## src/rtl/core/dtp_pkg.sv

```systemverilog
// Shared constants and types for the delta trace decoder and plotter.
`default_nettype none

package dtp_pkg;

  // Screen and row counter defaults
  localparam int DTP_SCREEN_WIDTH  = 1024;
  localparam int DTP_SCREEN_HEIGHT = 768;
  localparam int DTP_ROW_BITS      = 24;

  // Field widths
  localparam int BYTE_W  = 8;
  localparam int PIX_W   = 10;
  localparam int COLOR_W = 6;
  localparam int COL_W   = 32;
  localparam int MAG_W   = 32;
  localparam int CFG_W   = 49;
  localparam int CFG_IDX_W = 2;

  // Configuration register indexes
  localparam logic [CFG_IDX_W-1:0] CFG_X_SCALE  = 2'd0;
  localparam logic [CFG_IDX_W-1:0] CFG_X_OFFSET = 2'd1;
  localparam logic [CFG_IDX_W-1:0] CFG_Y_SCALE  = 2'd2;
  localparam logic [CFG_IDX_W-1:0] CFG_Y_OFFSET = 2'd3;

  // Configuration reset values, signed Q16.32
  localparam logic signed [CFG_W-1:0] X_SCALE_RST  = 49'sd0;
  localparam logic signed [CFG_W-1:0] X_OFFSET_RST = 49'sd8589934592;
  localparam logic signed [CFG_W-1:0] Y_SCALE_RST  = 49'sd0;
  localparam logic signed [CFG_W-1:0] Y_OFFSET_RST = 49'sd3281355620352;

  // Color codes
  localparam logic [COLOR_W-1:0] COLOR_FRAME   = 6'd15;
  localparam logic [COLOR_W-1:0] COLOR_ZERO    = 6'd30;
  localparam logic [COLOR_W-1:0] COLOR_SIXTEEN = 6'd31;

  // Load strobes of the map pipeline stages
  typedef struct packed {
    logic ld2;
    logic ld3;
    logic ld4;
  } dtp_pipe_en_t;

  // Plot request from the decoder
  typedef struct packed {
    logic               plot;
    logic [COL_W-1:0]   col;
    logic [COLOR_W-1:0] color;
  } dtp_plot_t;

endpackage

`default_nettype wire

```

## src/rtl/core/dtp_decode.sv

```systemverilog
// Byte decoder: code phase, running column, row count and draw color.
`default_nettype none

module dtp_decode import dtp_pkg::*; #(
  parameter int ROW_BITS = DTP_ROW_BITS
) (
  input  wire logic                clk,
  input  wire logic                rst_n,
  input  wire logic                acc,
  input  wire logic [BYTE_W-1:0]   stream_byte,
  input  wire logic                frame_start,
  output dtp_plot_t                req,
  output logic      [ROW_BITS-1:0] req_row
);

  localparam logic [1:0] PH_LEAD   = 2'd0;
  localparam logic [1:0] PH_TWO_B1 = 2'd1;
  localparam logic [1:0] PH_TRI_B1 = 2'd2;
  localparam logic [1:0] PH_TRI_B2 = 2'd3;

  logic [1:0]          phase_r, phase_nxt, phase_e;
  logic [BYTE_W-1:0]   lead_r, lead_nxt;
  logic [BYTE_W-1:0]   second_r, second_nxt;
  logic [COL_W-1:0]    col_r, col_nxt, col_e;
  logic [ROW_BITS-1:0] row_r, row_nxt, row_e;
  logic [COLOR_W-1:0]  color_r, color_nxt, color_e;
  logic [21:0]         w;
  logic                plot;

  // Decode one byte against the current phase
  always_comb begin
    phase_e    = frame_start ? PH_LEAD : phase_r;
    col_e      = frame_start ? '0 : col_r;
    row_e      = frame_start ? '0 : row_r;
    color_e    = frame_start ? COLOR_FRAME : color_r;
    phase_nxt  = phase_e;
    lead_nxt   = lead_r;
    second_nxt = second_r;
    col_nxt    = col_e;
    row_nxt    = row_e;
    color_nxt  = color_e;
    plot       = 1'b0;
    w          = {stream_byte, second_r, lead_r[5:0]};
    case (phase_e)
      PH_LEAD: begin
        lead_nxt = stream_byte;
        if (!stream_byte[7]) begin
          col_nxt = col_e + COL_W'(stream_byte);
          plot    = 1'b1;
        end else begin
          phase_nxt = stream_byte[6] ? PH_TRI_B1 : PH_TWO_B1;
        end
      end
      PH_TWO_B1: begin
        phase_nxt = PH_LEAD;
        if (stream_byte == '0) begin
          if (lead_r == 8'h80) begin
            row_nxt = row_e + ROW_BITS'(1);
            col_nxt = '0;
          end else begin
            col_nxt = col_e + COL_W'({lead_r[5:0], 22'd0});
          end
        end else begin
          col_nxt = col_e + COL_W'({stream_byte, lead_r[5:0]});
          plot    = 1'b1;
        end
      end
      PH_TRI_B1: begin
        second_nxt = stream_byte;
        phase_nxt  = PH_TRI_B2;
      end
      default: begin
        phase_nxt = PH_LEAD;
        if (w[21:6] == '0) begin
          if (w[5:0] == 6'd0)       color_nxt = COLOR_ZERO;
          else if (w[5:0] == 6'd16) color_nxt = COLOR_SIXTEEN;
          else                      color_nxt = w[5:0];
        end else begin
          col_nxt = col_e + COL_W'(w);
          plot    = 1'b1;
        end
      end
    endcase
  end

  // Hand the updated position to the map pipeline
  assign req.plot  = plot;
  assign req.col   = col_nxt;
  assign req.color = color_e;
  assign req_row   = row_e;

  // Advance decoder state on each accepted item
  always_ff @(posedge clk) begin
    if (!rst_n) begin
      phase_r  <= PH_LEAD;
      lead_r   <= '0;
      second_r <= '0;
      col_r    <= '0;
      row_r    <= '0;
      color_r  <= COLOR_FRAME;
    end else if (acc) begin
      phase_r  <= phase_nxt;
      lead_r   <= lead_nxt;
      second_r <= second_nxt;
      col_r    <= col_nxt;
      row_r    <= row_nxt;
      color_r  <= color_nxt;
    end
  end

endmodule

`default_nettype wire

```

## config.mk

```make
export PLATFORM = sky130hd
export DESIGN_NAME = dtp_decode
export DESIGN_NICKNAME = d
export VERILOG_FILES = /design/src/rtl/core/dtp_pkg.sv /design/src/rtl/core/dtp_decode.sv
export SDC_FILE = /design/constraint.sdc
export NUM_CORES = 1
export LEC_CHECK = 0
export ABC_AREA = 1
export BUFFER_PORTS_ARGS = -buffer_cell sky130_fd_sc_hd__buf_2
export CORE_MARGIN = 3
export CORE_UTILIZATION = 40
export DETAILED_ROUTE_END_ITERATION = 10
export PLACE_DENSITY_LB_ADDON = 0.1
export SYNTH_ARGS = -nofsm -noshare
export SYNTH_HDL_FRONTEND = slang
export SYNTH_SLANG_ARGS = --single-unit
```

## constraint.sdc

```tcl
create_clock -name clk -period 6.9 [get_ports clk]
set_input_delay 1.725 -clock clk [delete_from_list [all_inputs] [get_ports clk]]
set_output_delay 1.725 -clock clk [all_outputs]
set_load 0.02 [all_outputs]
```

After elaboration in Yosys (flattened, before gate mapping)
Cells that the tools add are included.

Equal/unequal tests: 4. Reductions and logical operators: 7. Add/sub/neg operators: 5. Mux-type cells: 23.

Operator list (count): 2-to-1 mux 32 bit (5); 2-to-1 mux 24 bit (4); case mux 32 bit (3 select lines) (1); adder 32 x 14 -> 32 bit (1); adder 32 x 22 -> 32 bit (1); adder 32 x 28 -> 32 bit (1); adder 32 x 8 -> 32 bit (1); 2-to-1 mux 6 bit (5); adder 24 x 1 -> 24 bit (second input constant) (1); logical NOT 16 bit (1); equality test 8 bit (second input constant) (1); logical NOT 8 bit (1); equality test 6 x 5 -> 1 bit (second input constant) (1); logical NOT 6 bit (1); 2-to-1 mux 2 bit (3); case mux 2 bit (2 select lines) (1); AND reduction 2 bit (2); 2-to-1 mux 1 bit (3); case mux 1 bit (3 select lines) (1); OR reduction 3 bit (1); equality test 2 x 1 -> 1 bit (second input constant) (1); equality test 2 bit (second input constant) (1); logical NOT 2 bit (1).

Word-level logic and storage cells: 45. Output and inout bits: 63. Bits in registers: 80.

Longest topological paths before layout
Depth in word-level cells: 5. Mapped depth: 25. Depth with buffers taken out: 23.

Least setup slack after synthesis
OpenSTA, ideal clock, no wires.

Path type: input to output. From: in frame_start. To: out req[20] in the netlist's numbering. Data required time: 5.175 ns. Cell stages on the path: 20. Buffers on the path: 3. Slack: 1.222 ns. Data arrival time: 3.953 ns. Path through: buf_6 buf_2 buf_1 nor2_1 ha_1 ha_1 inv_1 nand2_1 nand2_1 nor2_1 nand2_1 nand3_2 nand2_1 nand2_2 nand2_2 nand2_1 nand3_1 nand2_1 nor2b_1 nand2_1.

RTL lines: from (decl) (RTL line dtp_decode.sv:11) `input wire logic frame_start,`; to (decl) (RTL line dtp_decode.sv:12) `output dtp_plot_t req,`.

==> flow_summary.toml <==
[sta]
tns_ns = 0
fmax_mhz = 157
maxSlewHeadroom_pct = 32.9
final_max_slew_viol_count = 0
period_share_pct = 92.3
setup_viol_count_final = 0
skew_ns = 0.0179
worst_hold_slack_ns = 0.469
rsz0062_at_grt = "no"
worst_pin_slew_ns = 1.00
period_needed_ns = 6.37
hold_violations = 0

[route]
wire_per_inst_um = 19.2
vias = 12200
wl_um = 43200
antenna_left = 0
drt_iter0_drc = 1329
drc_errors = 0
drtPass1Iterations = 6
viasPerCell = 5.40

[grt]
grt-ovfl-total = 0
grt_pass1_vias = 11200
track_usage_pct = 32.1
antenna_found_initial = 0
grt_max_degree = 57
grt_pass1_wl_um = 65700

[power_and_ir_drop]
vdd_drop_max_uv = 123
p_per_area_nw_per_um2 = 135
leakage_nw = 5.75

[synth]
syn_nets = 1904
synthCells = 1864
ys_seq_elements = 80
muxShareOfSynthArea_pct = 0
yosysUniqueCellTypes = 55
synth_area_um2 = 9960
synthSimpleGateAreaFrac_pct = 50.5
yosysTopAreaCellShare_pct = 20.7
synth_top_cells_by_area = "nand2_1, dfxtp_1, inv_1"
synth_compound_area_share_pct = 14.1
yosysSeqAreaShare_pct = 16.1
syn_area_per_cell_um2 = 5.34
synth_enable_flop_cells = 0
ys.flop_type = "dfxtp_1"
synthArstFlopShare_pct = 0
synth_warnings = 0
synth_fa_ha_area_share_pct = 3.59
synth_area_leader_cell = "nand2_1"
synth_top_family_by_area = "simple AND/OR/NAND/NOR gates"
synth_xor_area_share_pct = 1.93

[cells_and_area]
fin_area_um2 = 11000
fin_nets = 1963
num_antenna_cells = 0
area_growth_pct = 10.4
drive_gt1_share_pct = 11.3

[clocking]
postCtsSetupRepairBufs = 0
clkSlewWorstSetupHoldPaths_ns = 0.06
cts_resized = 0
cts_tree = "built"
cts.path.max_buffers = 2
cts-root-buf = "clkbuf_16"
clock-sinks = 80
clkLatencyLatePin_ns = 0.36
numCtsBuffers = 9
cts_hold_buffers = 0
h-tree-depth = 3

[run]
maxCapViolations = 0

[die]
dieArea_um2 = 26800
rows = 57
die_w_um = 164
start_util_pct = 40.8
core_area_um2 = 24400
die_h_um = 164
io_pins = 75

[outcome]
status = "completed"

[placement]
io_buffer_count = 74
dpl.hpwl_um = 33800
place_area_um2 = 10600
gp_congestion = 1.01

[worst_setup_path]
timing.rr.start = "col_r[22]"
critical_path_class = "input port to output port"
worstPathArrival_ns = 4.65
worstSetupEndpointType = "output port"
setup.worst_path.end = "req[21]"
critPathLaunch = "frame_start"
cp-start-kind = "input port"
r2r_slack_ns = 3.64
r2r-end = "col_r[30]"
r2r_cells = 20
required_ns = 5.18
cp_max_fo = 21

[min_path]
hp-class = "flop to flop"
cell usage after synthesis, types with 2 or more instances:
cell	number
nand3b_1	5
buf_4	2
nand3_1	179
nand3_2	8
or2_2	8
o22ai_1	4
dfxtp_1	80
o21ai_0	96
clkbuf_1	27
a211oi_1	2
nand3_4	2
inv_1	276
a21oi_1	122
xor2_1	20
nor3_2	6
o21bai_1	5
nor3_1	35
nor3_4	2
nand2_1	550
o211ai_1	3
buf_12	2
or2_1	2
a22oi_1	2
o21ai_1	8
xnor2_1	2
nor2b_1	2
a221oi_1	2
nand2_4	7
buf_2	10
and3_1	4
nand4_1	37
inv_2	15
o221ai_1	5
nor4_1	4
nor2_4	7
ha_1	27
nand2_2	21
nor2_2	25
buf_1	3
a31oi_1	3
nor2_1	227
buf_6	4
worst min-delay path by stage:
stage / startpoint / to / cells past startpoint
2_1_floorplan: color_r[0] / color_r[0] / 2
3_3_place_gp: color_r[0] / color_r[0] / 2
3_5_place_dp: color_r[0] / color_r[0] / 2
4_1_cts: color_r[4] / color_r[4] / 2
5_1_grt: color_r[4] / color_r[4] / 2
6_report: color_r[4] / color_r[4] / 2
report_power, final:
| group | leakage [nW] | switching, W | internal, W | total, W |
|---|---|---|---|---|
| clock | 0.176 | 0.000255 | 0.000364 | 0.000619 |
| combinational | 4.92 | 0.000262 | 0.0000998 | 0.000362 |
| sequential | 0.654 | 0.0000288 | 0.000480 | 0.000509 |
logic make-up after synthesis:
kind of cell	Yosys count
flops	80
simple gates	1131
compound gates	261
xor+xnor	22
buf+inv	342
fa+ha+maj	28
metal layers:
metal	GRT usage [%]	vias up	part of all wire, %
li1	-	6076	-
met3	5.22	90	8.4
met4	12.5	0	4.1
met5	0	-	0
met2	50.8	532	44
met1	43.8	5472	44
sequential cells by signal, indices dropped and copies added (netlist names):
| register | count |
|---|---|
| color_r | 6 |
| second_r | 8 |
| phase_r | 2 |
| col_r | 32 |
| row_r | 24 |
| lead_r | 8 |
final cells by class:
cell class | instances | area (um2)
fillers | 2828 | 13400
multi-input cells | 1442 | 6990
flip-flops and latches | 80 | 1600
inverters | 294 | 1110
repair buffers | 96 | 536
well taps | 324 | 405
clock buffers | 9 | 225
clock inverters | 7 | 133
critical path, stage by stage:
cell and delay (ns):
buf_2 0.15, inv_6 0.25, buf_4 0.20, nand2_2 0.10
inv_1 0.18, ha_1 0.33, a21oi_1 0.25, inv_1 0.07
a22oi_1 0.24, nand2_1 0.13, inv_1 0.08, nand2_2 0.17
nand3_1 0.12, a21oi_1 0.06, nor2_1 0.29, nand2_1 0.11
buf_2 0.17
stage by stage:
step,total power [W],setup slack (ns),std cells,util (%)
5_1_grt,0.00155,0.402,2252,45.1
3_5_place_dp,0.000873,0.646,2236,43.6
2_1_floorplan,0.000755,1.22,1864,-
3_3_place_gp,0.000873,0.641,2236,43.6
6_report,0.00149,0.528,2252,45.1
4_1_cts,0.00149,0.639,2252,45.1
cell usage in the layout, fill, tap and decap left out, drive strengths merged, types with 9 or more instances in the layout:
master	count
nor3	43
inv	296
buf	96
nand3	189
ha	27
dfxtp	80
nand2	578
o21ai	104
clkbuf	9
nand4	37
nor2	259
xor2	20
a21oi	123
or2	10
No activity file was read; power rests on OpenSTA's default activity.
