<file path="config.mk">
export PLATFORM = sky130hd
export DESIGN_NAME = dtp_axis
export DESIGN_NICKNAME = d
export VERILOG_FILES = /design/src/rtl/core/dtp_pkg.sv /design/src/rtl/core/dtp_axis.sv
export SDC_FILE = /design/constraint.sdc
export NUM_CORES = 2
export LEC_CHECK = 0
export ABC_AREA = 1
export BUFFER_PORTS_ARGS = -buffer_cell sky130_fd_sc_hd__buf_4
export CAP_MARGIN = 20
export CORE_MARGIN = 8
export CORE_UTILIZATION = 45
export DETAILED_ROUTE_END_ITERATION = 10
export HOLD_SLACK_MARGIN = 0.05
export PLACE_DENSITY = 0.57
export REMOVE_ABC_BUFFERS = 1
export SETUP_SLACK_MARGIN = 0.1
export SKIP_LAST_GASP = 1
export SLEW_MARGIN = 20
export SYNTH_ARGS = -nofsm -noshare
export SYNTH_HDL_FRONTEND = slang
export SYNTH_SLANG_ARGS = --single-unit
</file>
<file path="constraint.sdc">
create_clock -name clk -period 34.8 [get_ports clk]
set_clock_uncertainty 0.15 [all_clocks]
set_input_delay 10.44 -clock clk [delete_from_list [all_inputs] [get_ports clk]]
set_output_delay 10.44 -clock clk [all_outputs]
set_load 0.005 [all_outputs]
</file>
<file path="src/rtl/core/dtp_pkg.sv">
// Shared constants and types for the delta trace decoder and plotter.
`default_nettype none

package dtp_pkg;

  // Screen and row counter defaults
  localparam int DTP_SCREEN_WIDTH  = 1024;
  localparam int DTP_SCREEN_HEIGHT = 768;
  localparam int DTP_ROW_BITS      = 24;

  // Field widths
  localparam int BYTE_W  = 8;
  localparam int PIX_W   = 10;
  localparam int COLOR_W = 6;
  localparam int COL_W   = 32;
  localparam int MAG_W   = 32;
  localparam int CFG_W   = 49;
  localparam int CFG_IDX_W = 2;

  // Configuration register indexes
  localparam logic [CFG_IDX_W-1:0] CFG_X_SCALE  = 2'd0;
  localparam logic [CFG_IDX_W-1:0] CFG_X_OFFSET = 2'd1;
  localparam logic [CFG_IDX_W-1:0] CFG_Y_SCALE  = 2'd2;
  localparam logic [CFG_IDX_W-1:0] CFG_Y_OFFSET = 2'd3;

  // Configuration reset values, signed Q16.32
  localparam logic signed [CFG_W-1:0] X_SCALE_RST  = 49'sd0;
  localparam logic signed [CFG_W-1:0] X_OFFSET_RST = 49'sd8589934592;
  localparam logic signed [CFG_W-1:0] Y_SCALE_RST  = 49'sd0;
  localparam logic signed [CFG_W-1:0] Y_OFFSET_RST = 49'sd3281355620352;

  // Color codes
  localparam logic [COLOR_W-1:0] COLOR_FRAME   = 6'd15;
  localparam logic [COLOR_W-1:0] COLOR_ZERO    = 6'd30;
  localparam logic [COLOR_W-1:0] COLOR_SIXTEEN = 6'd31;

  // Load strobes of the map pipeline stages
  typedef struct packed {
    logic ld2;
    logic ld3;
    logic ld4;
  } dtp_pipe_en_t;

  // Plot request from the decoder
  typedef struct packed {
    logic               plot;
    logic [COL_W-1:0]   col;
    logic [COLOR_W-1:0] color;
  } dtp_plot_t;

endpackage

`default_nettype wire

</file>
<file path="src/rtl/core/dtp_axis.sv">
// One screen axis: Q16.32 scale times magnitude plus offset, truncate and clip.
`default_nettype none

module dtp_axis import dtp_pkg::*; #(
  parameter int LIMIT = DTP_SCREEN_WIDTH
) (
  input  wire logic                    clk,
  input  wire dtp_pipe_en_t            en,
  input  wire logic signed [CFG_W-1:0] scale,
  input  wire logic signed [CFG_W-1:0] offset,
  input  wire logic        [MAG_W-1:0] mag,
  input  wire logic                    mag_neg,
  output logic                         vis,
  output logic             [PIX_W-1:0] coord_r
);

  logic [CFG_W-1:0] am;
  logic [16:0]      ahi;
  logic [31:0]      alo;
  logic [48:0]      t_r;
  logic [63:0]      u_r;
  logic             sneg_r, sneg3_r;
  logic             big_t;
  logic [64:0]      m;
  logic [63:0]      sm, sm_r;
  logic             big_r;
  logic [63:0]      r;
  logic             fits;

  // Split the scale magnitude into high and low partial products
  assign am  = scale[CFG_W-1] ? CFG_W'(-scale) : scale;
  assign ahi = am[48:32];
  assign alo = am[31:0];

  always_ff @(posedge clk) begin
    if (en.ld2) begin
      t_r    <= 49'(ahi) * 49'(mag);
      u_r    <= 64'(alo) * 64'(mag);
      sneg_r <= scale[CFG_W-1] ^ mag_neg;
    end
  end

  // Combine partial products, flag overflow, apply sign
  assign big_t = |t_r[48:30];
  assign m     = 65'({t_r[29:0], 32'd0}) + 65'(u_r);
  assign sm    = sneg_r ? 64'(-m[63:0]) : m[63:0];

  always_ff @(posedge clk) begin
    if (en.ld3) begin
      sm_r    <= sm;
      big_r   <= big_t | (|m[64:62]);
      sneg3_r <= sneg_r;
    end
  end

  // Add offset and clip against the screen edge
  assign r = sm_r + 64'(offset);
  always_comb begin
    if (r[63]) fits = (r[63:32] == '1) && (r[31:0] != '0);
    else       fits = (r[63:32] < 32'(LIMIT));
  end
  assign vis = !big_r && fits && (sneg3_r || !r[63] || fits);

  always_ff @(posedge clk) begin
    if (en.ld4) begin
      coord_r <= r[63] ? '0 : r[32 +: PIX_W];
    end
  end

endmodule

`default_nettype wire

</file>
## Word level (Yosys, flattened, before mapping)

Index checks and enable logic that the tools add are counted.

- Input port bits: 135
- Word-level logic and storage cells: 30
- Register bits after elaboration: 190
- Output and inout port bits: 11

- $mul: 2
- Reductions and logical operators: 10
- Eq/ne operators: 1
- Mux-type cells: 3
- Add/sub/neg operators: 4
- Bitwise gates (word level): 2
- Order comparisons: 1

Operator list:

| operator | number |
|---|---|
| $add A62 B64 Y65 | 1 |
| $add A64 B64 Y64 | 1 |
| $mul A32 B32 Y64 | 1 |
| $mux W64 | 1 |
| $neg A64 Y64 | 1 |
| $mul A17 B32 Y49 | 1 |
| $mux W49 | 1 |
| $neg A49 Y49 | 1 |
| $eq A32 B32 Y1 const B | 1 |
| $lt A32 B11 Y1 const B | 1 |
| $reduce_bool A32 Y1 | 1 |
| $reduce_or A19 Y1 | 1 |
| $logic_and A1 B1 Y1 | 3 |
| $reduce_or A3 Y1 | 1 |
| $logic_not A1 Y1 | 2 |
| $logic_or A1 B1 Y1 | 2 |
| $mux W1 | 1 |
| $or A1 B1 Y1 | 1 |
| $xor A1 B1 Y1 | 1 |

## Logic depth before layout (Yosys ltp)

- Word-level depth: 6
- Mapped depth: 44
- Mapped depth without buffers: 42

## Least setup slack after synthesis

OpenSTA, ideal clock, no wires.

- Kind: input -> output
- From: input offset[0]
- To: output vis
- Setup slack: 11.815 ns
- Stages on the path: 22
- Required time: 24.210 ns
- Arrival: 12.395 ns
- Path through: ha_1 > inv_1 > fa_1 > inv_1 > nand3_1 > nand2_1 > nand2_1 > nand2_1 > nand2_1 > nand2_1 > nand2_1 > nand2_1 > nand2_1 > nand2_1 > nand2_1 > nand2_1 > nand2_1 > nor2_1 > nand2_1 > nor2_1 > nand3_1 > a21oi_1

- Word-level cells in the longest chain between the ends: 6

Ends and longest elaborated chain:

| what | RTL line | RTL |
|---|---|---|
| from (decl) | dtp_axis.sv:10 | `input wire logic signed [CFG_W-1:0] offset,` |
| $add A64 B64 Y64 (*) | dtp_axis.sv:57 | `assign r = sm_r + 64'(offset);` |
| branches (longest 4 deep; another with $lt A32 B11 Y1) | - |  |
| $logic_and A1 B1 Y1 (*) | dtp_axis.sv:62 | `assign vis = !big_r && fits && (sneg3_r \|\| !r[63] \|\| fits);` |
| to (decl) | dtp_axis.sv:13 | `output logic vis,` |

Every way passes the cells marked *.

## Worst setup path after layout

- From: input offset[45]
- To: output vis

- Word-level cells in the longest chain between the ends: 6

Ends and longest elaborated chain:

| what | RTL line |
|---|---|
| $add A64 B64 Y64 (*) | dtp_axis.sv:57 |
| branches (longest 4 deep; another with $lt A32 B11 Y1) | - |
| $logic_and A1 B1 Y1 (*) | dtp_axis.sv:62 |

Marked as above.

==> metrics.md <==
| Metric | Value |
|---|---|
| Final WS setup | ~10000 ps |
| Transition at the pin with the smallest max-transition slack | between 1000 and 1500 ps |
| Global-route wire length before repair | approximately 370000 um |
| Total wire length after detailed routing | ~250000 um |
| Result of the run | finished, final reports clean |
| Count of cells along the worst hold path | 0 |
| Minimum setup slack after placement | about 10000 ps |
| Final Cycle Share | around 70% |
| Syn avg cell area | 7.648 um^2 |
| Estimated wirelength of the detail-placed design | 201800 um |
| Weighted congestion at the end of routability-driven global placement | between 0.9 and 1 |
| EDFF count, synth | 189 |
| Area enclosed by the die boundary | 0.1617 mm^2 |
| Worst hold endpoint | sm_r[0] |
| Setup Buffers After CTS | 0 |
| Worst-path maximum fanout | 5 |
| Count of distinct cell types in the synthesized netlist | ~60 |
| Per-cell routed wire length | between 20 and 25 um |
| Worst R2R End | sm_r[60] |
| Post-route ant nets | 0 |
| Largest buffer count on any clock path | 2 |
| Kind of end point of the critical path | primary output |
| Num CTS Buffers | 17 |
| Count of TritonRoute iterations in the first routing pass | 6 |
| Post-layout min period | 24350 ps |
| Count of input and output buffers | between 100 and 150 |
| Main flop type after synthesis | sky130_fd_sc_hd__edfxtp_1 |
| Setup TNS | 0 ps |
| Flip-flop and latch count after synthesis | roughly 190 |
| Post-Syn Instances | 8772 |
| Total congestion overflow after global routing | 0 |
| Data required time at the worst endpoint | approximately 24000 ps |
| Area growth from synthesis to layout | 5.485% |
| R2R depth | 13 |
| Total of warnings raised by yosys | 0 |
| Count of clock tree sinks | roughly 190 |
| Async SR Flop Fraction | 0% |
| Starting density of the core | 45.38% |
| Worst hold path type | reg -> reg |
| Initial detailed-routing violation count | just over 4000 |
| Core Region | 0.1478 mm^2 |
| Type of element launching the critical path | primary input |
| Maximum number of pins on one net before global-route repair | 77 |
| Setup Crit Path Kind | in -> out |
| Cell at the root of the clock tree | sky130_fd_sc_hd__clkbuf_16 |
| Minimum setup slack among reg-to-reg paths | ~31000 ps |
| Initial antenna violation count | 3 |
| Width of the die | slightly above 400 um |
| Number of nets in the layout | between 10000 and 15000 |
| Cell type with the largest total area after synthesis | sky130_fd_sc_hd__fa_1 |
| Total standard cell area after synthesis | roughly 0.067 mm^2 |
| DRC Markers | 0 |
| Most used standard cells in the synthesized netlist | 2141 x sky130_fd_sc_hd__inv_1, 1983 x sky130_fd_sc_hd__nand2_1, 1347 x sky130_fd_sc_hd__fa_1 |
| CTS H-Tree Depth | 4 |
| Insertion delay to the later sink of the worst-skew pair | around 510 ps |
| Leading cell types by total area after synthesis | sky130_fd_sc_hd__fa_1 40%, sky130_fd_sc_hd__inv_1 12%, sky130_fd_sc_hd__nand2_1 11% |
| Number of rows created at floorplan | ~140 |
| Area after DPL | between 0.07 and 0.08 mm^2 |
| Count of final setup violators | 0 |
| PostCTS Resize Cnt | 0 |
| GRT Util Overall | 30.14% |
| Most frequent cell after synthesis | sky130_fd_sc_hd__inv_1 |
| Post-route core utilization | between 40% and 50% |
| Number of buffers inserted for hold repair after clock tree synthesis | 0 |
| Ports | ~150 |
| Relative max-transition margin | between 20% and 30% |
| Final hold violation count | 0 |
| Via-to-Cell Ratio | roughly 5.3 |
| CTS tree | done |
| Slew Limit Fails | 0 |
| Count of maximum capacitance violations | 0 |
| Number of global-route vias before repair | about 59000 |
| Highest clock rate | about 41 MHz |
| Share of post-route cells with drive strength above 1 | between 3 and 4% |
| Post-route cell area | 0.07077 mm^2 |
| Reg2reg start | t_r[2] |
| Unrepaired setup endpoints after global routing | false |
| Portion of the post-synthesis area used by sequential elements | under 10% |
| Start point of the worst hold path | u_r[0] |
| Height of the chip | just over 400 um |
| Clock transition at path regs | ~90 ps |
| Area share of the leading cell type in the synthesized netlist | roughly two fifths |
| Arr. time, crit path | between 10000 and 15000 ps |
| DR vias | about 57000 |
layout by cell type (no fill, tap or decap), types with 14 or more instances in the layout:
cell type and count:
sky130_fd_sc_hd__inv_1 2131, sky130_fd_sc_hd__nand2_1 1983, sky130_fd_sc_hd__fa_1 1347, sky130_fd_sc_hd__nor2_1 1118, sky130_fd_sc_hd__ha_1 481, sky130_fd_sc_hd__a21oi_1 268, sky130_fd_sc_hd__buf_4 233, sky130_fd_sc_hd__nand3_1 201
sky130_fd_sc_hd__edfxtp_1 189, sky130_fd_sc_hd__xor2_1 165, sky130_fd_sc_hd__o21ai_0 138, sky130_fd_sc_hd__nor3_1 67, sky130_fd_sc_hd__xnor2_1 67, sky130_fd_sc_hd__nand4_1 51, sky130_fd_sc_hd__a31oi_1 39, sky130_fd_sc_hd__nor4_1 25
sky130_fd_sc_hd__inv_2 21, sky130_fd_sc_hd__o21a_1 20, sky130_fd_sc_hd__clkinv_1 17, sky130_fd_sc_hd__clkbuf_16 17, sky130_fd_sc_hd__nand3b_1 16, sky130_fd_sc_hd__or2_2 14
critical path: stages:
cell and delay [ps]:
sky130_fd_sc_hd__buf_4 110, sky130_fd_sc_hd__ha_1 370, sky130_fd_sc_hd__nand2_1 120, sky130_fd_sc_hd__nor2_1 390, sky130_fd_sc_hd__nand2_1 260, sky130_fd_sc_hd__nor3_1 670
sky130_fd_sc_hd__and2_1 220, sky130_fd_sc_hd__nand2_1 190, sky130_fd_sc_hd__nand2_1 110, sky130_fd_sc_hd__nand2_1 50, sky130_fd_sc_hd__nand2_1 70, sky130_fd_sc_hd__nand2_1 50
sky130_fd_sc_hd__nor2_1 80, sky130_fd_sc_hd__nand2_1 80, sky130_fd_sc_hd__nor2_1 130, sky130_fd_sc_hd__nand3_1 80, sky130_fd_sc_hd__a21oi_1 180, sky130_fd_sc_hd__buf_4 150
worst max-delay path by stage:
stage	slack [ps]	to	cells after the start	from
finish	10450	vis	18	offset[45]
global route	10250	vis	21	offset[2]
detailed placement	10410	vis	18	offset[45]
global placement	10400	vis	16	offset[42]
CTS	10410	vis	18	offset[45]
floorplan	11810	vis	22	offset[0]
per-layer routing:
| layer | vias up | GRT usage, % | wire length [um] |
|---|---|---|---|
| met5 | - | 0 | 13 |
| met4 | 2 | 13.36 | 13330 |
| met3 | 502 | 7.114 | 22160 |
| met2 | 2381 | 49.06 | 112500 |
| met1 | 28228 | 38.32 | 97320 |
| li1 | 25650 | - | - |
through the flow:
stage	instances	hold slack (ps)
after floorplan	8476	301.5
after global placement	10639	347.9
final	10676	394.6
after detailed placement	10639	363.7
after global routing	10673	396.4
after CTS	10671	384.6
flip-flops by register name, summed over array words and instances (netlist names):
| register | count |
|---|---|
| sm_r | 64 |
| u_r | 64 |
| t_r | 49 |
| coord_r | 10 |
| big_r | 1 |
| sneg_r | 1 |
area by class of cell:
| type | instances | area, um^2 |
|---|---|---|
| Timing Repair Buffer | 234 | 1777 |
| Clock inverter | 15 | 224.0 |
| Sequential cell | 189 | 5675 |
| Fill cell | 15031 | 77070 |
| Antenna cell | 4 | 10.01 |
| Tap cell | 1930 | 2415 |
| Inverter | 2170 | 8148 |
| Multi-Input combinational cell | 6117 | 52100 |
| Clock buffer | 17 | 425.4 |
cell families after synthesis:
kind of cell / after synthesis / synth area share, %
buffers and inverters: 2466 / 13.91
AND/OR/NAND/NOR: 3527 / 21.07
XOR/XNOR: 232 / 3.029
flip-flops: 189 / 8.460
AO/OA/AOI/OAI: 530 / 4.366
adder cells (fa/ha/maj): 1828 / 49.16
Power is not shown: default switching activity piles up to over one toggle a cycle in this logic, so the estimate is an artifact.
